<file path="src/hw/rtl/bba_ram.sv">
// Generic single-write, single-read RAM with registered read data.
module bba_ram #(
	parameter int WIDTH = 32,
	parameter int DEPTH = 128,
	parameter int AW    = (DEPTH > 1) ? $clog2(DEPTH) : 1
) (
	input  logic             clk,
	input  logic             wr_en,
	input  logic [AW-1:0]    wr_addr,
	input  logic [WIDTH-1:0] wr_data,
	input  logic [AW-1:0]    rd_addr,
	output logic [WIDTH-1:0] rd_data
);
	logic [WIDTH-1:0] mem [DEPTH];

	always_ff @(posedge clk) begin
		if (wr_en) begin
			mem[wr_addr] <= wr_data;
		end
		rd_data <= mem[rd_addr];
	end
endmodule

</file>
<file path="config.mk">
export PLATFORM = sky130hd
export DESIGN_NAME = bba_ram
export DESIGN_NICKNAME = d
export VERILOG_FILES = /design/src/hw/rtl/bba_ram.sv
export SDC_FILE = /design/constraint.sdc
export NUM_CORES = 2
export LEC_CHECK = 0
export BUFFER_PORTS_ARGS = -buffer_cell sky130_fd_sc_hd__buf_4
export CORE_MARGIN = 4
export CORE_UTILIZATION = 40
export DETAILED_ROUTE_END_ITERATION = 7
export SLEW_MARGIN = 15
export SYNTH_ARGS = -nofsm -noshare
export SYNTH_HDL_FRONTEND = slang
export SYNTH_SLANG_ARGS = --single-unit
</file>
<file path="constraint.sdc">
create_clock -name clk -period 5.4 [get_ports clk]
set_clock_uncertainty 0.15 [all_clocks]
set_input_delay 1.08 -clock clk [delete_from_list [all_inputs] [get_ports clk]]
set_output_delay 1.08 -clock clk [all_outputs]
set_load 0.05 [all_outputs]
</file>
==> PnR_summary.wiki <==
{| class="wikitable"
! Metric !! Value
|-
| Final weighted congestion in routability-driven placement || 0.798
|-
| Hold buffers post-CTS || 0
|-
| Number of buffer cells added on primary ports || 79
|-
| Number of buffers created by CTS || 416
|-
| Mean instance size in the synthesized netlist || 26.1 um^2
|-
| Yosys cell types || 17
|-
| CTS root buffer || sky130_fd_sc_hd__clkbuf_16
|-
| Max-cap violations || 0
|-
| Final period utilization || 0.696
|-
| Hold Vio Cnt, Final || 0
|-
| Net count after synthesis || 6038
|-
| Headroom to the max-slew limit || 0.122
|-
| Residual antenna-violating net count after detailed routing || 0
|-
| Area of the die || 0.401 mm^2
|-
| Clock sink count || 4128
|-
| Drt drc || 0
|-
| Clock tree from TritonCTS || built
|-
| Per-cell routed wire length || 35.9 um
|-
| Area share of the largest cell type after synthesis || 0.787
|-
| Register-to-register setup slack || 2.58 ns
|-
| Total negative setup slack || 0 ns
|-
| Clock-pin transition on the worst setup and hold timing paths || 0.06 ns
|-
| Starting density of the core || 0.402
|-
| Unrepaired setup endpoints after global routing || no
|-
| Seq/Total Area, Yosys || 0.791
|-
| Number of global-route vias before repair || 72.5k
|-
| Number of post-CTS setup repair buffers || 0
|-
| Post-synth ARST share || 0
|-
| Static Leakage || 55.1 nW
|-
| Met3 routed wirelength || 44000 um
|-
| Antenna violations before repair || 70
|-
| CP Data Required Time || 6.06 ns
|-
| Max-slew violation count || 0
|-
| Initial detailed-routing violation count || 11.1k
|-
| Die Span Y || 633 um
|-
| Net count reported at finish || 6570
|-
| Hold Crit Class || input port to flop
|-
| Cell accounting for the most synthesized area || sky130_fd_sc_hd__edfxtp_1
|-
| Final min period || 3.76 ns
|-
| Worst Path Max Fanout || 39
|-
| Placeable core area || 0.389 mm^2
|-
| Sort of element at the end of the critical path || flop
|-
| Routed vias/inst || 5.97
|-
| Endpoints failing setup || 0
|-
| Instance count of the mapped netlist || 5990
|-
| Post-synthesis cell area || 0.156 mm^2
|-
| # rows || 229
|-
| TritonRoute pass-1 iters || 5
|-
| H-tree level count || 5
|-
| Slew at the pin with the worst max-slew slack || 1.32 ns
|-
| Synthesis warning total || 0
|-
| Kind of start point of the critical path || input port
|-
| Most instantiated library cell after synthesis || sky130_fd_sc_hd__edfxtp_1
|-
| Global-route wire length before repair || 599000 um
|-
| Type of the worst setup path || input port to flop
|-
| Endpoint arrival time on the critical path || 4.42 ns
|-
| Share of post-route cells with drive strength above 1 || 0.370
|-
| Top-level I/O count || 80
|-
| Top metal layer carrying routed signals || met5
|-
| Wire length on met1 || 171000 um
|-
| Power per standard cell area || 379 mW/mm^2
|-
| Die X-Extent || 633 um
|-
| Achievable frequency || 0.266 GHz
|-
| Synth Register Bits || 4128
|-
| Count of cells resized by post-cts repair || 0
|-
| Signed area change from the synthesized netlist to the final layout || 15.5%
|-
| Post-detailed-routing wire length || 435000 um
|-
| Largest net degree at the start of global routing || 98
|-
| Top cells by count, synth || sky130_fd_sc_hd__edfxtp_1, sky130_fd_sc_hd__mux4_2, sky130_fd_sc_hd__clkbuf_1
|-
| GRT overflow || 0
|-
| Worst supply voltage drop on vdd || 0.263 mV
|-
| Number of synthesized flops with an enable pin || 4096
|-
| Clock Latency Late Sink || 0.98 ns
|-
| Finished Core Util || 0.464
|-
| Result of the run || completed
|-
| Deepest clock path buffer count || 4
|-
| Dominant cells by area after synthesis || sky130_fd_sc_hd__edfxtp_1, sky130_fd_sc_hd__mux4_2, sky130_fd_sc_hd__clkbuf_1
|-
| Met2 routed wirelength || 207000 um
|-
| Main flop type after synthesis || sky130_fd_sc_hd__edfxtp_1
|-
| Hold WS || 0.357 ns
|-
| Routed via count || 72.3k
|-
| Detail Placement HPWL || 248000 um
|-
| Overall routing resource usage || 0.216
|}
[logic make-up (layout without fill, tap and decap cells)]
kind of cell / count (synthesis) / in the layout / share of synthesized area
muxes: 1376 / 1376 / 0.196
other: 0 / 33 / 0
DFF: 4128 / 4128 / 0.791
buffers and inverters: 316 / 1206 / 0.00839
and+or+nand+nor: 170 / 170 / 0.00446
[final cells by class]
type / count / area, um^2
fill: 31400 / 209000
timing repair buffer: 430 / 4180
antenna: 33 / 82.6
clock inverter: 260 / 2730
sequential: 4128 / 124000
multi-input combinational: 1546 / 32300
tap: 5197 / 6500
clock buffer: 516 / 11100
[worst paths after layout]
check,start,end,cells after the start
min reg2reg,mem[100][15]$_DFFE_PP_,rd_data[15]$_DFF_P_,4
max reg2reg,mem[119][0]$_DFFE_PP_,rd_data[0]$_DFF_P_,4
max,rd_addr[0],rd_data[0]$_DFF_P_,7
min,wr_data[2],mem[62][2]$_DFFE_PP_,1
[worst max-delay path: stages]
cell,delay (ns)
sky130_fd_sc_hd__buf_16,0.39
sky130_fd_sc_hd__buf_12,0.35
sky130_fd_sc_hd__buf_4,0.39
sky130_fd_sc_hd__mux4_2,0.55
sky130_fd_sc_hd__mux4_2,0.54
sky130_fd_sc_hd__mux4_2,0.62
sky130_fd_sc_hd__mux2_2,0.35
[sequential cells by signal, summed over array words and instances (netlist names)]
signal / count
rd_data: 32
mem: 4096
[report_power, final]
part	leakage [nW]	total, W	internal, W	switching [W]
logic	11.3	0.00375	0.00138	0.00237
registers	37.1	0.0356	0.0354	0.000175
clock network	6.74	0.0291	0.0169	0.0122
total	55.1	0.0684	0.0537	0.0147
[per-stage QoR]
stage	std cells	instance area [um^2]	total power, W	setup WS, ns
2_1_floorplan	5990	156000	0.0380	0.931
3_3_place_gp	11300	167000	0.0400	0.641
3_5_place_dp	11300	167000	0.0400	0.635
4_1_cts	12100	180000	0.0689	1.66
5_1_grt	12100	180000	0.0704	1.57
6_report	12100	180000	0.0684	1.64
[per-layer routing]
| metal | track usage | up-vias |
|---|---|---|
| met3 | 0.0442 | 622 |
| li1 | - | 27600 |
| met5 | 0 | - |
| met1 | 0.310 | 40100 |
| met4 | 0.0607 | 28 |
| met2 | 0.338 | 3991 |
[placed cells by master, fill, tap and decap left out, types with 50 or more instances in the layout]
cell type / synthesis / layout
sky130_fd_sc_hd__clkbuf_1: 182 / 80
sky130_fd_sc_hd__buf_12: 0 / 72
sky130_fd_sc_hd__clkbuf_16: 0 / 422
sky130_fd_sc_hd__nor2_4: 0 / 119
sky130_fd_sc_hd__clkinv_1: 0 / 90
sky130_fd_sc_hd__edfxtp_1: 4096 / 4096
sky130_fd_sc_hd__clkinv_2: 0 / 82
sky130_fd_sc_hd__buf_4: 3 / 353
sky130_fd_sc_hd__bufinv_16: 0 / 50
sky130_fd_sc_hd__mux4_2: 1344 / 1344
Note: power is estimated with default switching activity, not from simulation.
