## src/hw/rtl/bba_find.sv

```systemverilog
// First clear bit of one bitmap word, limited to blocks below the active limit.
module bba_find #(
	parameter int WORD_BITS = 32,
	parameter int LW        = 13,
	parameter int BP_W      = $clog2(WORD_BITS)
) (
	input  logic [WORD_BITS-1:0] word,
	input  logic [LW-1:0]        base,
	input  logic [LW-1:0]        limit,
	output logic                 found,
	output logic [BP_W-1:0]      pos
);
	logic [LW-1:0]        rem;
	logic [WORD_BITS-1:0] free;

	always_comb begin
		rem = (limit > base) ? (limit - base) : '0;
		for (int b = 0; b < WORD_BITS; b++) begin
			free[b] = ~word[b] & (LW'(b) < rem);
		end
		found = |free;
		pos   = '0;
		for (int b = WORD_BITS - 1; b >= 0; b--) begin
			if (free[b]) begin
				pos = BP_W'(b);
			end
		end
	end
endmodule

```

## config.mk

```make
export PLATFORM = sky130hd
export DESIGN_NAME = bba_find
export DESIGN_NICKNAME = d
export VERILOG_FILES = /design/src/hw/rtl/bba_find.sv
export SDC_FILE = /design/constraint.sdc
export NUM_CORES = 1
export LEC_CHECK = 0
export BUFFER_PORTS_ARGS = -buffer_cell sky130_fd_sc_hd__buf_2
export CAP_MARGIN = 20
export CORE_MARGIN = 5
export CORE_UTILIZATION = 39
export DETAILED_ROUTE_END_ITERATION = 12
export REMOVE_ABC_BUFFERS = 1
export SLEW_MARGIN = 20
export SYNTH_ARGS = -nofsm -noshare
export SYNTH_HDL_FRONTEND = slang
export SYNTH_SLANG_ARGS = --single-unit
```

## constraint.sdc

```tcl
create_clock -name vclk -period 8
set_input_delay 2 -clock vclk [all_inputs]
set_output_delay 2 -clock vclk [all_outputs]
set_load 0.02 [all_outputs]
```

==> flow_metrics.env, run 1 <==
export IMPL_outcome="finished clean"
export IMPL_hp_class="primary input to output pin"
export IMPL_rows=26
export IMPL_tns_ns=0
export IMPL_place_inst=432
export IMPL_ant_nets=0
export IMPL_worstHoldEndpoint="pos[0]"
export IMPL_p_clk_share_pct=0
export IMPL_design_power_total_mw=0.241
export IMPL_fin_nets=436
export IMPL_period_needed_ns=7.69
export IMPL_yosysUniqueCellTypes=78
export IMPL_min_from="word[13]"
export IMPL_internal_power_mw=0.0932
export IMPL_n_clock_buffer=0
export IMPL_n_sequential_cell=0
export IMPL_synthCells=312
export IMPL_top_level_ports=64
export IMPL_top_usage_layer="met2"
export IMPL_track_usage_pct=17.5
export IMPL_areaGrowthSynthToFinish_pct=15.1
export IMPL_place_congestion=0.945
export IMPL_yosysSeqAreaShare_pct=0
export IMPL_timing_hold_ws_ns=4.55
export IMPL_whs_path_depth=5
export IMPL_yosysTopAreaCellShare_pct=7.65
export IMPL_hold_violations=0
export IMPL_crit_fanout=24
export IMPL_die_y_um=83.9
export IMPL_drtIter0Drc=155
export IMPL_fillers=571
export IMPL_wl_um=6720
export IMPL_initial_core_util_pct=40.9
export IMPL_tightest_slew_ns=0.780
export IMPL_grt_max_degree=25
export IMPL_ir_drop_uv=35.3
export IMPL_drive_gt1_share_pct=27.3
export IMPL_seq_power_share_pct=0
export IMPL_yosys_area_top_type="ha_1"
export IMPL_port_buffers=64
export IMPL_final_cells=432
export IMPL_post_cts_buffers=0
export IMPL_die_area_mm2=0.00703
export IMPL_critPathArrivalTime_ns=5.69
export IMPL_setup_viol=0
export IMPL_maxCapViolations=0
export IMPL_seqCellArea_um2=0
export IMPL_num_vias=2596
export IMPL_use_met3_pct=1.58
export IMPL_pwr_share_comb_pct=100.0
export IMPL_yosys_warnings=0
export IMPL_drv_slew=0
export IMPL_first_pass_iters=4
export IMPL_use_met1_pct=23.3
export IMPL_power_density_mw_per_mm2=98.5
export IMPL_slew_headroom_pct=48.0
export IMPL_hold_buffers=0
export IMPL_grt_remaining_overflow=0
export IMPL_cp_required_ns=6.00
export IMPL_hpwl_um=5590
export IMPL_cts_resized=0
export IMPL_syn_cell_area_mm2=0.00213
export IMPL_antenna_found_initial=0
export IMPL_antennaDiodeCount=0
export IMPL_grt_pass1_vias=2315
export IMPL_avgSynthCellArea_um2=6.82
export IMPL_period_share_pct=96.2
export IMPL_p_sw_share_pct=61.4
export IMPL_leakage_nw=1.10
export IMPL_die_w_um=83.9
export IMPL_fin_area_mm2=0.00245
export IMPL_grt_pass1_wl_um=10800
export IMPL_rsz0062_at_grt="false"
export IMPL_p_sw_mw=0.148
export IMPL_start_kind="primary input"
export IMPL_placed_cell_area_mm2=0.00245
export IMPL_setup_worst_path_class="primary input to output pin"
export IMPL_fmax_mhz=130
export IMPL_endpoint_kind="output pin"
export IMPL_vias_per_cell=6.01
export IMPL_netlist_top_cells_area="ha_1, a21oi_1, o21ai_0"
export IMPL_avgRoutedWirePerCell_um=15.5
export IMPL_drc=0
export IMPL_gr_usage_met2_pct=31.2
export IMPL_core_area_mm2=0.00520
-- metal layers --
metal / part of all wire, % / routed length, um / vias to the layer above
li1: - / - / 1295
met1: 44 / 2990 / 1179
met2: 48 / 3220 / 110
met3: 6.2 / 418 / 12
met4: 1.4 / 95 / 0
met5: 0 / 0 / -
-- through the flow --
step / utilization, % / setup slack [ns]
floorplan: - / 0.738
global placement: 47.0 / 0.364
detailed placement: 47.0 / 0.329
CTS: 47.0 / 0.297
global route: 47.0 / 0.0774
finish: 47.0 / 0.308
-- Yosys cell counts (all sizes together) (5+ instances only) --
library cell / number
a21oi: 28
nand2b: 5
o211ai: 7
nand3: 6
buf: 14
and3: 7
inv: 20
nand2: 27
a211oi: 8
nor2: 28
a31oi: 8
nor2b: 5
a31o: 6
nor3: 9
a211o: 5
o21ai: 27
o21a: 5
ha: 13
or2: 6
clkbuf: 5
-- worst max-delay path, cell delays in order --
cell and delay [ns]:
buf_2 0.10, ha_1 0.21, fa_1 0.43, and2b_4 0.29
o211ai_1 0.09, and3_1 0.21, nor4_4 0.26, o211ai_2 0.22
nor2_4 0.49, a211o_1 0.22, o311ai_0 0.14, a2111o_1 0.36
a31o_1 0.25, a211oi_2 0.22, buf_2 0.20
-- final cells by class --
class                      instances  area (um^2)  share of cell area (%)
timing repair buffer              69          358                    14.6
multi-input combinational        273         1930                    78.7
tap                               70         87.6                    3.58
inverter                          20         75.1                    3.07
-- power by group through the flow --
stage          Combinational [mW]  Sequential [mW]  Clock [mW]
3_5_place_dp                0.238                0           0
6_report                    0.241                0           0
3_3_place_gp                0.239                0           0
4_1_cts                     0.239                0           0
2_1_floorplan               0.169                0           0
5_1_grt                     0.263                0           0
-- cells by family after synthesis --
group | Yosys count | synth area share (%)
simple gates | 116 | 30.9
buf+inv | 39 | 9.41
xor+xnor | 6 | 2.47
compound gates | 137 | 48.6
fa+ha+maj | 14 | 8.59
-- placed cells by master (no fill, tap or decap), types with 6 or more instances in the layout --
cell type / count
o211ai_1: 6
inv_1: 20
o21ai_0: 23
and3_1: 6
nor3_1: 7
a21oi_1: 27
nor2_1: 26
a31oi_1: 7
nand2_1: 25
ha_1: 13
buf_2: 64
-- worst max path at each step --
| stage | end | start |
|---|---|---|
| 6_report | pos[1] | base[0] |
| 5_1_grt | pos[1] | limit[0] |
| 3_3_place_gp | pos[1] | base[0] |
| 4_1_cts | pos[1] | base[0] |
| 3_5_place_dp | pos[1] | base[0] |
| 2_1_floorplan | pos[1] | limit[0] |
Note: power is estimated with default switching activity, not from simulation.
==> run 2: changes to the inputs <==
==> constraint.sdc (replaced) <==
create_clock -name vclk -period 7.2
set_input_delay 1.8 -clock vclk [all_inputs]
set_output_delay 1.8 -clock vclk [all_outputs]
set_load 0.02 [all_outputs]
==> run 2 against run 1 <==
Compared with the run above:
- routed wire length increased by 7.0%
- critical path depth rose by 1
- setup slack got worse by 0.19 ns
- non-clock buffer count grew 16
- global-route usage is 1.6 points higher
- first-iteration DRC count grew 28%
- combinational power is 20% higher
- sequential share of layout area unchanged
- worst hold slack got worse by 0.39 ns
- via count up 3.7%
- utilization increased by 3.2 points
==> flow_metrics.env, run 2 (synthesis gave the netlist of run 1 again) <==
export IMPL_outcome="finished clean"
export IMPL_seqCellArea_um2=0
export IMPL_multi_input_area_mm2=0.00195
export IMPL_hold_violations=0
export IMPL_top_level_ports=64
export IMPL_areaGrowthSynthToFinish_pct=22.9
export IMPL_antennaDiodeCount=0
export IMPL_crit_fanout=10
export IMPL_power_density_mw_per_mm2=111
export IMPL_tns_ns=0
export IMPL_core_area_mm2=0.00520
export IMPL_leakage_nw=1.19
export IMPL_die_area_mm2=0.00703
export IMPL_endpoint_kind="output pin"
export IMPL_gr_usage_met2_pct=34.7
export IMPL_setup_worst_path_class="primary input to output pin"
export IMPL_rows=26
export IMPL_fmax_mhz=141
export IMPL_n_sequential_cell=0
export IMPL_fin_nets=452
export IMPL_fillers=551
export IMPL_track_usage_pct=19.1
export IMPL_use_met1_pct=25.0
export IMPL_startpoint="base[0]"
export IMPL_path_cells="buf_2 > ha_1 > fa_1 > and2b_4 > o22a_4 > a31oi_4 > and3b_1 > o211ai_2 > nor2_4 > buf_12 > a211oi_1 > nor2_1 > a2111o_1 > a31o_1 > a211oi_2 > buf_4"
export IMPL_ant_nets=0
export IMPL_design_power_total_mw=0.290
export IMPL_tightest_slew_ns=0.620
export IMPL_slowest_stage="fa_1"
export IMPL_min_from="word[13]"
export IMPL_post_route_util_pct=50.2
export IMPL_antenna_found_initial=0
export IMPL_grt_remaining_overflow=0
export IMPL_final_cell_mix="buf_2, a21oi_1, nor2_1"
export IMPL_place_congestion=0.951
export IMPL_n_clock_buffer=0
export IMPL_avgRoutedWirePerCell_um=16.0
export IMPL_final_common_cell="buf_2"
export IMPL_start_kind="primary input"
export IMPL_top_usage_layer="met2"
export IMPL_port_buffers=64
export IMPL_rsz0062_at_grt="true"
export IMPL_setup_viol=0
export IMPL_hold_buffers=0
export IMPL_wl_um=7190
export IMPL_vias_per_cell=6.01
export IMPL_hpwl_um=5930
export IMPL_cp_required_ns=5.40
export IMPL_die_y_um=83.9
export IMPL_period_needed_ns=7.08
export IMPL_use_met3_pct=1.58
export IMPL_ir_drop_uv=44.6
export IMPL_drtIter0Drc=199
export IMPL_grt_pass1_wl_um=11700
export IMPL_initial_core_util_pct=40.9
export IMPL_drv_slew=0
export IMPL_die_w_um=83.9
export IMPL_drive_gt1_share_pct=31.5
export IMPL_cpPeakStageDelay_ns=0.43
export IMPL_first_pass_iters=5
export IMPL_slew_headroom_pct=58.3
export IMPL_grt_max_degree=25
export IMPL_drc=0
export IMPL_critPathArrivalTime_ns=5.28
export IMPL_hp_class="primary input to output pin"
export IMPL_grt_pass1_vias=2467
export IMPL_num_vias=2692
export IMPL_period_share_pct=98.3
export IMPL_maxCapViolations=0
## run 2: timing repair
item | CTS | global route
hold endpoints to repair | 0 | 0
endpoints found under the setup margin | 0 | 5
buffers inserted | 0 | 6
gates resized for setup | 0 | 6
## run 2: path summary, 6_finish.rpt
check,endpoint,slack [ns],cells after the start
setup / recovery,pos[1],0.12,16
hold / removal,pos[0],4.16,5
## run 2: report_power, final
part	internal [mW]	switching (mW)	leakage, nW
clock network	0	0	0
logic	0.116	0.174	1.19
registers	0	0	0
## run 2: per-stage QoR
step | instances | hold WS (ns) | area [um^2] | setup WS [ns]
floorplan | 293 | 3.94 | 2000 | 0.338
global placement | 442 | 4.16 | 2530 | 0.182
detailed placement | 442 | 4.16 | 2530 | 0.0759
CTS | 442 | 4.16 | 2530 | 0.0601
global route | 448 | 4.22 | 2610 | -0.00977
finish | 448 | 4.16 | 2610 | 0.119
## run 2: layout make-up
cell class         instances  share of cell area [%]
repair buffers            85                    19.3
inverters                 20                    2.87
well taps                 70                    3.35
multi-input cells        273                    74.4
## run 2: layer usage
| layer | wire length, um | vias up |
|---|---|---|
| li1 | - | 1333 |
| met1 | 3090 | 1218 |
| met2 | 3520 | 127 |
| met3 | 481 | 14 |
| met4 | 104 | 0 |
| met5 | 0 | - |
## run 2: worst max-delay path: cells and delay by family
family / cells / cell delay [ns]
buffers and inverters: 3 / 0.41
AND/OR/NAND/NOR: 4 / 0.70
adder cells (fa/ha/maj): 2 / 0.64
AO/OA/AOI/OAI: 7 / 1.73
